## src/design/nearest_point_search_macros.svh

```systemverilog
// ----------------------------------------------------------------------------
// Nearest point search assertion macros
// Shared concurrent assertion forms for the nearest point search design.
// ----------------------------------------------------------------------------
`ifndef NEAREST_POINT_SEARCH_MACROS_SVH
`define NEAREST_POINT_SEARCH_MACROS_SVH

// The consequent must hold in the same cycle as the antecedent.
`define NPS_ASSERT_SAME(lbl, clk, rstn, ante, cons, msg) \
    lbl: assert property (@(posedge clk) disable iff (!(rstn)) (ante) |-> (cons)) \
        else $error(msg);

// The consequent must hold in the cycle after the antecedent.
`define NPS_ASSERT_NEXT(lbl, clk, rstn, ante, cons, msg) \
    lbl: assert property (@(posedge clk) disable iff (!(rstn)) (ante) |=> (cons)) \
        else $error(msg);

`endif

```

## src/design/nps_pkg.sv

```systemverilog
// ----------------------------------------------------------------------------
// Nearest point search package
// Shared widths, defaults, codes and types of the nearest point search block.
// ----------------------------------------------------------------------------
`default_nettype none

package nps_pkg;

    // Fixed field widths of the stream words.
    localparam int POS_W       = 16;
    localparam int S_TDATA_W   = 3 * POS_W;
    localparam int S_TUSER_W   = 1;
    localparam int IDX_OUT_W   = 8;
    localparam int M_TDATA_W   = IDX_OUT_W;
    localparam int M_TUSER_W   = 2;

    // Defaults of the top level parameters.
    localparam int MAX_POINTS_DEF = 256;
    localparam int COORD_BITS_DEF = 16;

    // Item kinds carried in the input tuser.
    typedef enum logic {
        KIND_ADD   = 1'b0,
        KIND_QUERY = 1'b1
    } t_kind;

    // Sequencer states.
    typedef enum logic [1:0] {
        ST_IDLE,
        ST_SCAN,
        ST_WAIT
    } t_state;

    // Control that travels with each point through the distance pipeline.
    typedef struct packed {
        logic valid;
        logic last;
    } t_ctl;

endpackage

`default_nettype wire

```

## src/design/nps_dist.sv

```systemverilog
// ----------------------------------------------------------------------------
// Nearest point search distance pipeline
// Three-stage squared Euclidean distance between a stored point and the query.
// ----------------------------------------------------------------------------
`default_nettype none

module nps_dist #(
    parameter int COORD_BITS = nps_pkg::COORD_BITS_DEF,
    parameter int IDX_W      = 8
) (
    input  wire logic                      i_clk,
    input  wire logic                      i_rst_n,
    input  wire nps_pkg::t_ctl             i_ctl,
    input  wire logic [IDX_W-1:0]          i_idx,
    input  wire logic [COORD_BITS-1:0]     i_pt_x,
    input  wire logic [COORD_BITS-1:0]     i_pt_y,
    input  wire logic [COORD_BITS-1:0]     i_pt_z,
    input  wire logic [COORD_BITS-1:0]     i_q_x,
    input  wire logic [COORD_BITS-1:0]     i_q_y,
    input  wire logic [COORD_BITS-1:0]     i_q_z,
    output nps_pkg::t_ctl                  o_ctl,
    output logic [IDX_W-1:0]               o_idx,
    output logic [2*COORD_BITS+1:0]        o_dist
);
    import nps_pkg::*;

    localparam int SQ_W   = 2 * COORD_BITS;
    localparam int DIST_W = SQ_W + 2;

    logic signed [COORD_BITS:0] d_x, d_y, d_z;
    logic [COORD_BITS-1:0]      a_x, a_y, a_z;

    logic [COORD_BITS-1:0] r_ax, r_ay, r_az;
    logic [SQ_W-1:0]       r_sx, r_sy, r_sz;
    logic [DIST_W-1:0]     r_dist;
    t_ctl                  r_c1, r_c2, r_c3;
    logic [IDX_W-1:0]      r_i1, r_i2, r_i3;

    // Signed differences one bit wider than a coordinate, then magnitudes.
    // The magnitude of a difference never exceeds 2^COORD_BITS - 1.
    always_comb begin
        d_x = $signed({i_pt_x[COORD_BITS-1], i_pt_x}) - $signed({i_q_x[COORD_BITS-1], i_q_x});
        d_y = $signed({i_pt_y[COORD_BITS-1], i_pt_y}) - $signed({i_q_y[COORD_BITS-1], i_q_y});
        d_z = $signed({i_pt_z[COORD_BITS-1], i_pt_z}) - $signed({i_q_z[COORD_BITS-1], i_q_z});
        a_x = d_x[COORD_BITS] ? COORD_BITS'(-d_x) : COORD_BITS'(d_x);
        a_y = d_y[COORD_BITS] ? COORD_BITS'(-d_y) : COORD_BITS'(d_y);
        a_z = d_z[COORD_BITS] ? COORD_BITS'(-d_z) : COORD_BITS'(d_z);
    end

    // Control flags of the three stages.
    always_ff @(posedge i_clk) begin
        if (!i_rst_n) begin
            r_c1 <= '0;
            r_c2 <= '0;
            r_c3 <= '0;
        end else begin
            r_c1 <= i_ctl;
            r_c2 <= r_c1;
            r_c3 <= r_c2;
        end
    end

    // Datapath: magnitudes, one squarer per axis, then the sum.
    always_ff @(posedge i_clk) begin
        r_ax   <= a_x;
        r_ay   <= a_y;
        r_az   <= a_z;
        r_i1   <= i_idx;
        r_sx   <= SQ_W'(r_ax) * SQ_W'(r_ax);
        r_sy   <= SQ_W'(r_ay) * SQ_W'(r_ay);
        r_sz   <= SQ_W'(r_az) * SQ_W'(r_az);
        r_i2   <= r_i1;
        r_dist <= DIST_W'(r_sx) + DIST_W'(r_sy) + DIST_W'(r_sz);
        r_i3   <= r_i2;
    end

    assign o_ctl  = r_c3;
    assign o_idx  = r_i3;
    assign o_dist = r_dist;

endmodule

`default_nettype wire

```

## config.mk

```make
export PLATFORM = sky130hd
export DESIGN_NAME = nps_dist
export DESIGN_NICKNAME = d
export VERILOG_FILES = /design/src/design/nearest_point_search_macros.svh /design/src/design/nps_pkg.sv /design/src/design/nps_dist.sv
export SDC_FILE = /design/constraint.sdc
export NUM_CORES = 2
export LEC_CHECK = 0
export ABC_AREA = 1
export BUFFER_PORTS_ARGS = -buffer_cell sky130_fd_sc_hd__buf_2
export CORE_MARGIN = 2
export CORE_UTILIZATION = 40
export CTS_BUF_LIST = sky130_fd_sc_hd__clkbuf_4
export DETAILED_ROUTE_END_ITERATION = 12
export SYNTH_ARGS = -nofsm -noshare
export SYNTH_HDL_FRONTEND = slang
export SYNTH_SLANG_ARGS = --single-unit
```

## constraint.sdc

```tcl
create_clock -name i_clk -period 7.8 [get_ports i_clk]
set_input_delay 1.56 -clock i_clk [delete_from_list [all_inputs] [get_ports i_clk]]
set_output_delay 1.56 -clock i_clk [all_outputs]
set_load 0.005 [all_outputs]
```

After elaboration in Yosys (flattened, before gate mapping)
Index checks and enable logic that the tools add are counted.
- input bits: 108
- register bits after elaboration: 208
- add/subtract/negate cells: 8
- multiplexer cells: 3
- multipliers: 3
- operators by type and width (cell ; count):
    multiplier 16 x 16 -> 32 bit ; 3
    subtractor 16 x 16 -> 17 bit ; 3
    2-to-1 mux 16 bit ; 3
    negation 16 bit ; 3
    adder 33 x 32 -> 34 bit ; 1
    adder 32 x 32 -> 33 bit ; 1

Logic depth before layout (Yosys ltp)
- depth after elaboration: 3
- depth in mapped cells: 28
- depth with buffers taken out: 26

Worst setup path before layout
No wires, ideal clock.
- kind: flip-flop to flip-flop
- from: reg r_ay[11]
- to: reg r_sy[24]
- slack: 2.361 ns
- arrival: 5.367 ns
- cell stages (with the launch flop): 21
- cells stage by stage: dfxtp_1 -> clkbuf_1 -> clkbuf_1 -> nand2_1 -> fa_1 -> fa_1 -> inv_1 -> fa_1 -> fa_1 -> fa_1 -> inv_1 -> fa_1 -> inv_1 -> ha_1 -> a21oi_1 -> nand2_1 -> a21oi_1 -> a21boi_0 -> inv_1 -> a21oi_1 -> xnor2_1
- word-level cells in the longest chain between the ends: 1
- ends and longest elaborated chain (item ; line ; RTL):
    start, declared ; nps_dist.sv:33 ; logic [COORD_BITS-1:0] r_ax, r_ay, r_az;
    start signal, assigned ; nps_dist.sv:66 ; r_ay <= a_y;
    multiplier 16 x 16 -> 32 bit ; nps_dist.sv:70 ; r_sy <= SQ_W'(r_ay) * SQ_W'(r_ay);
    end signal, assigned ; nps_dist.sv:70 ;
    end, declared ; nps_dist.sv:34 ; logic [SQ_W-1:0] r_sx, r_sy, r_sz;
Every way passes these cells.
A chain may end at the register's enable or synchronous reset.

Worst setup path in the final report
- from: reg r_ay[3]
- to: reg r_sy[24]
The elaborated chain is that of the path after synthesis.

==> metrics <==
status finished clean; largest net degree at the start of global routing 20; Initial Util 0.402; WS Path Type register to register; kind of start point of the critical path register; drt via density 4.64; multi-input logic area 0.0237 mm2; Hold Fails Final Rpt 0; CTS H-tree lvls 2; Die W 288 um; synth-to-layout area growth 8.02%; clock sinks 205; HP Class register to register; worst-skew pair later-pin latency 840 ps; Netlist cell types 40; global-route wire length before repair 122,000 um; core area 0.0803 mm2; CTS Buf Count 59; syn_area_per_cell 7.95 um2; post-route clock period utilization 0.766; register bit total from synthesis 205; fmax 167 MHz; Worst Max-Slew Pin Slew 858 ps; CP Capture Type register; # port buffers 151; Synth area leaders fa_1 32%, ha_1 15%, inv_1 13%; synthesized instance count 4,061; Layout Utilization 0.435; routability cong. 0.898; sequential share of the synthesized area 0.127; Setup Skew 45.4 ps; count of yosys warnings during synthesis 0; minimum clock period 5980 ps; Area after DPL 0.0340 mm2; Detailed Route WL 71,500 um; crit-path cells nand2_1 > inv_1 > fa_1 > inv_1 > fa_1 > inv_1 > fa_1 > inv_1 > fa_1 > inv_1 > fa_1 > inv_1 > fa_1 > inv_1 > ha_1 > nand2_1 > nor2_1 > inv_1 > o21ai_0 > a21boi_0 > inv_1 > a21oi_1 > xnor2_1; die area 0.0830 mm2; DIE HEIGHT 288 um; CTS tree yes; Synth top area share 0.323; most used cell, CP inv_1; EDFF count, synth 0; DRC viols 0; Final Max Tran Viols 0; crit-path leading delay family adder cells; share of layout cells above drive strength 1 0.0659; hold bufs inserted after CTS 0; Clock Path Buffers 3; async set-reset flop share out of synthesis 0; clock root cell clkbuf_4; vias 24,566; DRT iter0 DRCs 1,167; CP peak stage delay 550 ps; crit path max fanout 16; # fillers 8,112; WP data arrival 6670 ps; total of max-cap violations 0; initial antenna violation count 6; DR WL/cell 13.5 um; total grt overflow 0; drt first pass iters 7; postcts setup bufs 0; sequential cell area 0.00410 mm2; setup TNS 0 ps; CP Buf/Inv Count 9; RSZ-0062 raised after global routing no; fin nets 5,198; Routed Antenna Nets 0; GRT Overall Usage 0.180; relative slew slack 0.427; r2r setup slk 1820 ps; Crit-path slowest cell dfxtp_1; Worst EP required 8500 ps; DP HPWL 60,900 um; Top-Level Pins 152; Mapped Area 0.0323 mm2; row cnt 104; post-cts resize count 0; number of global-route vias before repair 25,622; Design Area, Final 0.0349 mm2; post-synth top area cell fa_1; Setup violations, final 0; Worst-path clk slew 70 ps; top_reg_cell synth dfxtp_1
==> worst paths after layout <==
path	start	endpoint	depth (start not counted)
max	r_ay[3]	r_sy[24]	23
min	r_i2[1]	o_idx[1]	0
max reg2reg	r_ay[3]	r_sy[24]	23
min reg2reg	r_i2[1]	o_idx[1]	0
==> synthesized netlist by cell type (2+ instances only) <==
master,n
nor2_2,2
or2_2,7
nor2_1,203
nand2_1,865
xnor2_1,55
nor4_1,2
nand3_1,103
a21boi_0,4
xor2_1,131
clkbuf_1,87
o21a_1,7
o21bai_1,17
a21oi_1,160
a21o_1,19
nor3_1,22
a31oi_1,18
fa_1,521
a31o_2,3
dfxtp_1,205
a211oi_1,6
nand4_1,20
nand3b_1,7
o21ai_0,84
inv_1,1098
ha_1,383
nand2_2,13
and2_1,2
nand3_2,2
o211ai_1,4
==> cell type report <==
cell class | count | area share
well taps | 1060 | 0.0380
flip-flops and latches | 205 | 0.118
multi-input cells | 2669 | 0.680
inverters | 1098 | 0.118
diodes | 5 | 0.000359
clock inverters | 33 | 0.00764
repair buffers | 153 | 0.0221
clock buffers | 76 | 0.0164
==> routing by layer <==
| metal | global-route usage | routed length [um] | part of all wire | up-vias |
|---|---|---|---|---|
| li1 | - | - | - | 12307 |
| met1 | 0.243 | 33300 | 0.47 | 11748 |
| met2 | 0.307 | 33500 | 0.47 | 425 |
| met3 | 0.0221 | 2960 | 0.041 | 84 |
| met4 | 0.0478 | 1680 | 0.024 | 2 |
| met5 | 0 | 13 | 0.00018 | - |
==> logic make-up after synthesis <==
family                     share of synthesized area
AOI/OAI and AO/OA                             0.0564
xor gates and xnor gates                      0.0518
adders and majority gates                      0.471
buffers and inverters                          0.139
DFF                                            0.127
other                                       0.000116
and+or+nand+nor                                0.155
==> cell usage in the layout (no fill, tap or decap), types with 84 or more instances in the layout <==
cell	instances
fa_1	521
dfxtp_1	205
o21ai_0	84
nor2_1	203
a21oi_1	160
inv_1	1098
nand2_1	865
ha_1	383
xor2_1	131
buf_2	151
nand3_1	103
==> registers in the layout, indices dropped and copies added, names as in the netlist <==
| signal | flops |
|---|---|
| r_ay | 16 |
| r_sz | 31 |
| r_az | 16 |
| o_idx | 8 |
| o_dist | 34 |
| r_i1 | 8 |
| r_c2 | 2 |
| r_i2 | 8 |
| r_ax | 16 |
| r_sx | 31 |
| o_ctl | 2 |
| r_sy | 31 |
| r_c1 | 2 |
==> per-stage QoR <==
stage | hold slack, ps | worst slack, ps | instances
6_report | 324 | 1820 | 5299
5_1_grt | 333 | 1420 | 5298
4_1_cts | 328 | 1810 | 5294
3_5_place_dp | 314 | 1850 | 5185
3_3_place_gp | 310 | 1870 | 5185
2_1_floorplan | 310 | 2360 | 4063
Power is not shown: default switching activity piles up to over one toggle a cycle in this logic, so the estimate is an artifact.
